<file path="src/design/smshdr_pkg.sv">
`timescale 1ns / 1ps
// ----------------------------------------------------------------------------
// smshdr_pkg
// shared types and constants for the sms read header field extractor
// ----------------------------------------------------------------------------
package smshdr_pkg;

	localparam int unsigned CHAR_W  = 8;
	localparam int unsigned FIELD_W = 2;
	localparam int unsigned COUNT_W = 8;

	// per-field character limits (each 1..255)
	localparam logic [COUNT_W-1:0] TEL_MAX  = COUNT_W'(32);
	localparam logic [COUNT_W-1:0] TIME_MAX = COUNT_W'(32);
	localparam logic [COUNT_W-1:0] TEXT_MAX = COUNT_W'(160);

	localparam logic [CHAR_W-1:0] CH_COMMA = 8'h2C;
	localparam logic [CHAR_W-1:0] CH_QUOTE = 8'h22;
	localparam logic [CHAR_W-1:0] CH_LF    = 8'h0A;
	localparam logic [CHAR_W-1:0] CH_CR    = 8'h0D;

	localparam logic [FIELD_W-1:0] FLD_TEL  = 2'd0;
	localparam logic [FIELD_W-1:0] FLD_TIME = 2'd1;
	localparam logic [FIELD_W-1:0] FLD_TEXT = 2'd2;

	typedef enum logic [2:0] {
		PH_SEEK_COMMA1,
		PH_SEEK_QUOTE1,
		PH_COPY_TEL,
		PH_SEEK_COMMA2,
		PH_SEEK_QUOTE2,
		PH_COPY_TIME,
		PH_SEEK_LF,
		PH_COPY_TEXT
	} phase_t;

	typedef struct packed {
		logic [FIELD_W-1:0] field;
		logic [CHAR_W-1:0]  chr;
		logic               char_valid;
		logic               done;
		logic               ok;
	} result_t;

endpackage

</file>
<file path="src/design/smshdr_parser.sv">
`timescale 1ns / 1ps
// ----------------------------------------------------------------------------
// smshdr_parser
// phase tracking and single-pass classification of one response byte
// ----------------------------------------------------------------------------
module smshdr_parser (
	input  logic                         clk,
	input  logic                         arst_n,
	input  logic                         beat_take,
	input  logic [smshdr_pkg::CHAR_W-1:0] in_char,
	input  logic                         in_last,
	output logic                         res_present,
	output smshdr_pkg::result_t          res
);
	import smshdr_pkg::*;

	phase_t             phase_q, phase_next;
	logic [COUNT_W-1:0] count_q, count_next, count_inc;
	logic               finished_q;
	logic               emit, field_done, done;
	logic [FIELD_W-1:0] fld;

	assign count_inc = count_q + COUNT_W'(1);

	// next phase and field count
	always_comb begin
		phase_next = phase_q;
		count_next = count_q;
		case (phase_q)
			PH_SEEK_COMMA1: begin
				if (in_char == CH_COMMA) phase_next = PH_SEEK_QUOTE1;
			end
			PH_SEEK_QUOTE1: begin
				if (in_char == CH_QUOTE) begin
					phase_next = PH_COPY_TEL;
					count_next = '0;
				end
			end
			PH_COPY_TEL: begin
				if (in_char == CH_QUOTE) begin
					phase_next = PH_SEEK_COMMA2;
				end else begin
					count_next = count_inc;
					if (count_inc >= TEL_MAX) phase_next = PH_SEEK_COMMA2;
				end
			end
			PH_SEEK_COMMA2: begin
				if (in_char == CH_COMMA) phase_next = PH_SEEK_QUOTE2;
			end
			PH_SEEK_QUOTE2: begin
				if (in_char == CH_QUOTE) begin
					phase_next = PH_COPY_TIME;
					count_next = '0;
				end
			end
			PH_COPY_TIME: begin
				if (in_char == CH_QUOTE) begin
					phase_next = PH_SEEK_LF;
				end else begin
					count_next = count_inc;
					if (count_inc >= TIME_MAX) phase_next = PH_SEEK_LF;
				end
			end
			PH_SEEK_LF: begin
				if (in_char == CH_LF) begin
					phase_next = PH_COPY_TEXT;
					count_next = '0;
				end
			end
			PH_COPY_TEXT: begin
				if (in_char != CH_CR) count_next = count_inc;
			end
			default: begin
				phase_next = PH_SEEK_COMMA1;
			end
		endcase
	end

	// result for this byte
	always_comb begin
		emit       = 1'b0;
		field_done = 1'b0;
		fld        = FLD_TEL;
		case (phase_q)
			PH_COPY_TEL: begin
				emit = (in_char != CH_QUOTE);
				fld  = FLD_TEL;
			end
			PH_COPY_TIME: begin
				emit = (in_char != CH_QUOTE);
				fld  = FLD_TIME;
			end
			PH_COPY_TEXT: begin
				emit       = (in_char != CH_CR);
				fld        = FLD_TEXT;
				field_done = (in_char == CH_CR) || (count_inc >= TEXT_MAX);
			end
			default: begin
				emit = 1'b0;
			end
		endcase
	end

	assign done = !finished_q && (field_done || in_last);

	assign res_present    = !finished_q && (emit || done);
	assign res.char_valid = !finished_q && emit;
	assign res.field      = (!finished_q && emit) ? fld : FLD_TEL;
	assign res.chr        = (!finished_q && emit) ? in_char : '0;
	assign res.done       = done;
	assign res.ok         = done && (field_done || (phase_next == PH_COPY_TEXT));

	always_ff @(posedge clk or negedge arst_n) begin
		if (!arst_n) begin
			phase_q    <= PH_SEEK_COMMA1;
			count_q    <= '0;
			finished_q <= 1'b0;
		end else if (beat_take) begin
			if (in_last) begin
				phase_q    <= PH_SEEK_COMMA1;
				count_q    <= '0;
				finished_q <= 1'b0;
			end else if (!finished_q) begin
				phase_q    <= phase_next;
				count_q    <= count_next;
				finished_q <= done;
			end
		end
	end

endmodule

</file>
<file path="src/design/smshdr_out_buf.sv">
`timescale 1ns / 1ps
// ----------------------------------------------------------------------------
// smshdr_out_buf
// result register with a skid entry so input keeps flowing during a stall
// ----------------------------------------------------------------------------
module smshdr_out_buf (
	input  logic                clk,
	input  logic                arst_n,
	input  logic                push,
	input  smshdr_pkg::result_t push_res,
	output logic                space,
	output logic                out_valid,
	input  logic                out_ready,
	output smshdr_pkg::result_t out_res
);
	import smshdr_pkg::*;

	result_t main_q, skid_q;
	logic    main_valid_q, skid_valid_q;
	logic    pop;

	assign pop       = main_valid_q && out_ready;
	assign out_valid = main_valid_q;
	assign out_res   = main_q;
	assign space     = !skid_valid_q;

	always_ff @(posedge clk or negedge arst_n) begin
		if (!arst_n) begin
			main_valid_q <= 1'b0;
			skid_valid_q <= 1'b0;
		end else if (skid_valid_q) begin
			if (pop) begin
				skid_valid_q <= 1'b0;
			end
		end else if (push) begin
			if (main_valid_q && !pop) skid_valid_q <= 1'b1;
			main_valid_q <= 1'b1;
		end else if (pop) begin
			main_valid_q <= 1'b0;
		end
	end

	always_ff @(posedge clk) begin
		if (skid_valid_q) begin
			if (pop) main_q <= skid_q;
		end else if (push) begin
			if (main_valid_q && !pop) skid_q <= push_res;
			else main_q <= push_res;
		end
	end

endmodule

</file>
<file path="src/design/sms_read_header_field_extractor.sv">
`timescale 1ns / 1ps
// ----------------------------------------------------------------------------
// sms_read_header_field_extractor
// pulls phone number, timestamp and message text out of an sms read response
// ----------------------------------------------------------------------------
// usage
//  - input channel: one response byte per beat (in_char), in_last marks the
//    final byte of a response; valid/ready handshake
//  - output channel: one beat per extracted character and/or end of parse;
//    bytes that only move the scan along produce no output beat
//  - out_field tags the character (0 phone, 1 timestamp, 2 text); parse_done
//    with parse_ok reports success or a malformed header
//  - a result is registered in the output buffer; input takes one byte
//    per cycle while the buffer has space, set by the single phase update
//  - a stalled receiver is absorbed by a two-entry result buffer: input stays
//    ready until both entries are full, then resumes as the receiver drains
//  - reset (arst_n low) returns to seeking the first comma and empties the
//    buffer; the parse state also restarts after every in_last byte
// ----------------------------------------------------------------------------
module sms_read_header_field_extractor (
	input  logic                          clk,
	input  logic                          arst_n,
	input  logic                          in_valid,
	output logic                          in_ready,
	input  logic [smshdr_pkg::CHAR_W-1:0]  in_char,
	input  logic                          in_last,
	output logic                          out_valid,
	input  logic                          out_ready,
	output logic [smshdr_pkg::FIELD_W-1:0] out_field,
	output logic [smshdr_pkg::CHAR_W-1:0]  out_char,
	output logic                          char_valid,
	output logic                          parse_done,
	output logic                          parse_ok
);
	import smshdr_pkg::*;

	logic    beat_take;    // input beat accepted this cycle
	logic    res_present;  // this byte produces an output beat
	result_t res_now;
	result_t res_out;
	logic    buf_space;

	assign in_ready  = buf_space;
	assign beat_take = in_valid && buf_space;

	// byte classification and phase state
	smshdr_parser u_parser (
		.clk         (clk),
		.arst_n      (arst_n),
		.beat_take   (beat_take),
		.in_char     (in_char),
		.in_last     (in_last),
		.res_present (res_present),
		.res         (res_now)
	);

	// result register plus skid entry
	smshdr_out_buf u_out_buf (
		.clk       (clk),
		.arst_n    (arst_n),
		.push      (beat_take && res_present),
		.push_res  (res_now),
		.space     (buf_space),
		.out_valid (out_valid),
		.out_ready (out_ready),
		.out_res   (res_out)
	);

	assign out_field  = res_out.field;
	assign out_char   = res_out.chr;
	assign char_valid = res_out.char_valid;
	assign parse_done = res_out.done;
	assign parse_ok   = res_out.ok;

endmodule

</file>
<file path="config.mk">
export PLATFORM = sky130hd
export DESIGN_NAME = sms_read_header_field_extractor
export DESIGN_NICKNAME = d
export VERILOG_FILES = /design/src/design/smshdr_pkg.sv /design/src/design/smshdr_parser.sv /design/src/design/smshdr_out_buf.sv /design/src/design/sms_read_header_field_extractor.sv
export SDC_FILE = /design/constraint.sdc
export NUM_CORES = 1
export LEC_CHECK = 0
export BUFFER_PORTS_ARGS = -buffer_cell sky130_fd_sc_hd__buf_2
export CAP_MARGIN = 25
export CORE_UTILIZATION = 62
export DETAILED_ROUTE_END_ITERATION = 10
export PLACE_DENSITY = 0.9
export SYNTH_ARGS = -nofsm -noshare
export SYNTH_HDL_FRONTEND = slang
export SYNTH_HIERARCHICAL = 1
export SYNTH_SLANG_ARGS = --single-unit
</file>
<file path="constraint.sdc">
create_clock -name clk -period 4.45 [get_ports clk]
set_input_delay 0.445 -clock clk [delete_from_list [all_inputs] [get_ports clk]]
set_output_delay 0.445 -clock clk [all_outputs]
set_load 0.03 [all_outputs]
</file>
; Word level (Yosys, flattened, before mapping)
; Index checks and enable logic that the tools add are counted.
[classes]
mux = 36
bitwise_logic = 1
magnitude_cmp = 2
add_sub_neg = 1
reduce_logical = 26
n_eq_ne = 21
[ops]
columns = op, n
row1 = $mux 8, 7
row2 = $mux 13, 4
row3 = $mux 3, 11
row4 = $pmux 8 s4, 1
row5 = $pmux 3 s7, 1
row6 = $eq 8x4->1 const B, 2
row7 = $eq 8x6->1 const B, 2
row8 = $eq 3x3->1 const B, 5
row9 = $mux 1, 9
row10 = $add 8x1->8 const B, 1
row11 = $ge 8x6->1 const B, 1
row12 = $ge 8x8->1 const B, 1
row13 = $logic_and 1x1->1, 8
row14 = $ne 8x4->1 const B, 1
row15 = $ne 8x6->1 const B, 1
row16 = $reduce_and 7->1, 1
row17 = $eq 3x2->1 const B, 2
row18 = $ne 3x2->1 const B, 2
row19 = $reduce_and 3->1, 2
row20 = $reduce_bool 5->1, 1
row21 = $logic_or 1x1->1, 4
row22 = $ne 2x2->1 const B, 2
row23 = $pmux 2 s2, 1
row24 = $reduce_and 2->1, 2
row25 = other kinds (11), 15
[totals]
ff_bits = 40
elab_cells = 102
input_bits = 13

; Logic depth before layout (Yosys ltp)
[logic_depth]
ltp_word = 11
ltp_mapped = 9

; Modules after synthesis
; Netlist, hierarchy kept.
[modules_own_cells]
columns = module, instances, area_per_inst_um2, cells_each
row1 = smshdr_parser, 1, 1296.2, 148
row2 = smshdr_out_buf, 1, 1086.0, 52
row3 = sms_read_header_field_extractor, 1, 12.5, 2

; Worst setup path before layout
; OpenSTA, ideal clock, no wires.
[synth_timing]
path_type = register to register
from = register u_parser.count_q[0]
to = register u_out_buf.main_q, in the netlist u_out_buf/out_res[0] (enable)
t_arrival_ns = 2.098
setup_ns = 0.310
slack_ns = 2.042
synth_period_minus_slack_ns = 2.408
path_buffers = 0
path_stages_with_launch = 9
t_required_ns = 4.140
cell_sequence = dfrtp_1 -> ha_1 -> nor2b_1 -> o31ai_1 -> o21ai_0 -> o31ai_1 -> nand2b_1 -> and3_1 -> o22a_1
[synth_between]
elab_chain_len = 11
[synth_lines]
columns = element, line_no
row1 = start: declaration, smshdr_parser.sv:18  ; logic [COUNT_W-1:0] count_q, count_next, count_inc;
row2 = start signal: assignment, smshdr_parser.sv:125  ; count_q <= count_next;
row3 = $add 8x1->8, smshdr_parser.sv:23  ; assign count_inc = count_q + COUNT_W'(1);
row4 = $ge 8x8->1, smshdr_parser.sv:96  ; field_done = (in_char == CH_CR) || (count_inc >= TEXT_MAX);
row5 = $logic_or 1x1->1, smshdr_parser.sv:96
row6 = $mux 1, smshdr_parser.sv:84  ; case (phase_q)
row7 = $logic_or 1x1->1, smshdr_parser.sv:104  ; assign done = !finished_q && (field_done || in_last);
row8 = $logic_and 1x1->1, smshdr_parser.sv:104
row9 = $logic_or 1x1->1, smshdr_parser.sv:106  ; assign res_present = !finished_q && (emit || done);
row10 = $logic_and 1x1->1, smshdr_parser.sv:106
row11 = named net res_present, sms_read_header_field_extractor.sv:38  ; logic res_present;
row12 = $logic_and 1x1->1, sms_read_header_field_extractor.sv:61  ; .push (beat_take && res_present),
row13 = $reduce_bool 2->1 (no line), n/a
row14 = $reduce_and 3->1 (no line), n/a
row15 = end signal: assignment, smshdr_out_buf.sv:45  ; if (pop) main_q <= skid_q;
row16 = end signal: assignment, smshdr_out_buf.sv:48  ; else main_q <= push_res;
row17 = end: declaration, smshdr_out_buf.sv:18  ; result_t main_q, skid_q;
; The timed path passes the listed nets, and every way through them passes these cells.
; A chain may end at the register's enable or synchronous reset.

; Worst setup path in the final report
[layout_timing]
from = register u_parser.phase_q[1]
to = register u_out_buf.main_q, in the netlist u_out_buf/out_res[12] (enable)
[layout_between]
elab_chain_len = 9
[layout_lines]
columns = element, line_no
row1 = start: declaration, smshdr_parser.sv:17  ; phase_t phase_q, phase_next;
row2 = start signal: assignment, smshdr_parser.sv:124  ; phase_q <= phase_next;
row3 = "parallel branches: the longest is 4 deep, another holds $eq 3x2->1", n/a
row4 = $logic_or 1x1->1 *, smshdr_parser.sv:106
row5 = $logic_and 1x1->1 *, smshdr_parser.sv:106
row6 = named net res_present, sms_read_header_field_extractor.sv:38
row7 = $logic_and 1x1->1 *, sms_read_header_field_extractor.sv:61
row8 = $reduce_bool 2->1 (no line) *, n/a
row9 = $reduce_and 3->1 (no line) *, n/a
; Mark *: on every way through the listed nets, which the timed path passes.

==> flow_summary.toml <==
[setup_path]
critPathRequiredTime_ns = 4.38
reg2reg_slack_ns = 1.45
crit_path_end_kind = "register"
start_kind = "register"
r2r_cells = 6
reg2reg_from = "u_parser/phase_q[1]$_DFFE_PN0P_"
arrival_ns = 2.94
r2r_end = "u_out_buf/out_res[12]$_DFFE_PP_"
critical_path.max_fanout = 16
worstSetupPathType = "reg2reg"

[layout]
stdcell_area_sq_um = 2631
area_growth_pct = 9.874
nets = 242
drive_above_1_share_pct = 31.88
fillers = 273
diodes = 0

[power]
power_frac_seq_pct = 45.8
power_frac_clock_pct = 26.4
p_switching_w = 0.0003774
internal_power_w = 0.0007505
ir_drop_v = 0.0002831
p_sw_share_pct = 33.46
comb_power_share_pct = 27.8
power_density_nw_per_um2 = 428.7
p_leak_nw = 1.061

[clocking]
cts_root_buffer = "clkbuf_8"
cts_tree = "yes"
cts.sinks = 40
cts.clk_slew.worst_paths_ns = 0.08
holdBufCountCts = 0
cts_htree_levels = 2
post_cts.repair.setup_buffers = 0
cts_made_buffers = 5
clock_latency_ns = 0.29
post_cts_resized = 0
clock_path_buffers = 2

[place]
port_buffers = 27
dpl.hpwl_mm = 3.292
dpl_cell_area_sq_um = 2516
gp_congestion = 0.8595

[sta]
fmax_mhz = 332.8
post-route-period-util_pct = 67.52
clock_skew_ns = 0.002433
setup_tns_ns = 0
finalHoldViolations = 0
slew_headroom_pct = 47.71
setup_viol = 0
rsz0062_at_grt = "false"
max_slew.worst_pin.slew_ns = 0.7645
slew_viol_final = 0
post-route-min-period_ns = 3.005

[die]
rows = 22
die_area_sq_um = 4115
core_sq_um = 3689
die_y_microns = 64.15
start_util_pct = 64.93
top_level_ports = 28
die_x_microns = 64.15

[status]
run_status = "finished clean"

[synthesis]
synth-warning-count = 6
synth_top_area_share_pct = 32.60
syn_avg_cell_area_sq_um = 11.86
synth_flop_cell = "edfxtp_1"
synth.distinct_cells = 72
seq_area_frac_synth_pct = 47.23
synth_nets = 216
synth_edf_count = 26
synthArstFlopShare_pct = 35.00
ys_top_cells_by_count = "26 x edfxtp_1, 14 x dfrtp_1, 11 x and2_1"
yosys_register_bits = 40
synth_area_leaders = "edfxtp_1 33%, dfrtp_1 15%, mux2_2 4.2%"
netlist_area_sq_um = 2395
synthMostInstantiatedCell = "edfxtp_1"
yosys.area.top_type = "edfxtp_1"
synthCells = 202

[grt]
antenna_found_initial = 0
grt_max_degree = 20
grt-ovfl-total = 0
grt_pass1_wl_mm = 7.327
grtUsageTotal_pct = 23.42
grt_pass1_vias = 1638

[drt]
viasPerCell = 6.289
totalWireLength_mm = 4.375
wl_per_cell_microns = 15.79
postRouteAntennaNets = 0
first_pass_iters = 4
drcViolationCount = 0
vias = 1742
initialDrtViolationCount = 124

[hold_path]
holdCritPathClass = "in2async"

[run]
maxCapViolCount = 0
-- placed cells by master, fill, tap and decap left out, types with 2 or more instances in the layout --
| cell | Yosys | routed |
|---|---|---|
| and2_1 | 11 | 11 |
| a21oi_2 | 2 | 2 |
| or2b_2 | 2 | 2 |
| a22o_1 | 2 | 2 |
| o31ai_1 | 4 | 4 |
| nand2_1 | 10 | 10 |
| nor2_1 | 8 | 8 |
| nor4_1 | 4 | 4 |
| a221o_1 | 3 | 3 |
| edfxtp_1 | 26 | 26 |
| mux2_2 | 9 | 9 |
| nand2b_1 | 4 | 4 |
| a2111oi_2 | 2 | 2 |
| a21oi_1 | 8 | 8 |
| inv_1 | 7 | 7 |
| dfrtp_1 | 14 | 14 |
| o21ai_0 | 7 | 7 |
| buf_2 | 1 | 27 |
| nor3_4 | 2 | 2 |
| nor2b_1 | 3 | 3 |
| or3_1 | 2 | 2 |
| mux2_4 | 5 | 5 |
| a31oi_1 | 2 | 2 |
| nand3_1 | 6 | 6 |
| clkbuf_8 | 0 | 5 |
| nand4_1 | 2 | 2 |
| and3_1 | 5 | 5 |
| nor3_1 | 2 | 2 |
| a2bb2oi_1 | 2 | 2 |
-- critical path, stage by stage (launching register included) --
cell      delay [ns]
dfrtp_1         0.62
or3b_1          0.44
nand2b_1        0.18
a21oi_1         0.50
nand2b_1        0.19
and3_1          0.23
o22a_1          0.48
-- cell type report --
type	instances	area, sq um	area share [%]
Clock buffer	5	68.82	2.615
Tap cell	48	60.06	2.282
Clock inverter	3	46.29	1.759
Multi-Input combinational cell	146	1160	44.08
Inverter	8	30.03	1.141
Sequential cell	40	1131	42.99
Timing Repair Buffer	27	135.1	5.136
-- stage by stage --
stage	worst slack (ns)	std cells	utilization [%]	power, W	hold slack, ns
after global routing	1.144	277	71.34	0.001179	0.05779
final	1.445	277	71.34	0.001128	0.03597
after floorplan	2.042	202	-	0.0007851	0.1494
after detailed placement	1.472	269	68.22	0.0008381	0.3571
after global placement	1.596	269	68.22	0.0008327	0.3557
after CTS	1.450	277	71.34	0.001138	0.03590
-- logic make-up after synthesis --
logic type | count (synthesis) | synth area share [%]
flip-flops | 40 | 47.23
multiplexers | 15 | 7.837
AND/OR/NAND/NOR | 77 | 21.84
adder cells (fa/ha/maj) | 1 | 0.5224
AO/OA/AOI/OAI | 53 | 18.24
buffers and inverters | 16 | 4.336
-- metal layers --
| metal | up-vias | part of all wire [%] | track usage, % |
|---|---|---|---|
| li1 | 850 | - | - |
| met1 | 850 | 47 | 31.08 |
| met2 | 36 | 49 | 38.16 |
| met3 | 6 | 3.5 | 5.357 |
| met4 | 0 | 1.3 | 7.500 |
| met5 | - | 0 | 0 |
-- power groups by stage --
stage                     sequential [W]  clock, W  combinational (W)
after floorplan                 0.000581         0           0.000204
after global placement          0.000522         0           0.000310
after detailed placement        0.000526         0           0.000313
after CTS                       0.000517  0.000306           0.000314
after global routing            0.000526  0.000319           0.000335
final                           0.000516  0.000298           0.000314
-- state kept, by name, indices dropped and copies added, names as in the netlist --
signal and cells:
u_parser/count_q 8, u_parser/finished_q 1, u_parser/phase_q 3, u_out_buf/out_res 13
u_out_buf/skid_q 13, u_out_buf/out_valid 1, u_out_buf/skid_valid_q 1
-- worst max path at each step --
stage / start / endpoint / depth (start not counted)
after floorplan: u_parser/count_q[0]$_DFFE_PN0P_ / u_out_buf/out_res[0]$_DFFE_PP_ / 8
after global placement: u_parser/phase_q[1]$_DFFE_PN0P_ / u_out_buf/out_res[9]$_DFFE_PP_ / 6
after detailed placement: u_parser/phase_q[1]$_DFFE_PN0P_ / u_out_buf/out_res[8]$_DFFE_PP_ / 6
after CTS: u_parser/phase_q[1]$_DFFE_PN0P_ / u_out_buf/out_res[12]$_DFFE_PP_ / 6
after global routing: u_parser/phase_q[1]$_DFFE_PN0P_ / u_out_buf/out_res[12]$_DFFE_PP_ / 6
final: u_parser/phase_q[1]$_DFFE_PN0P_ / u_out_buf/out_res[12]$_DFFE_PP_ / 6
(Power assumes the default switching activity.)
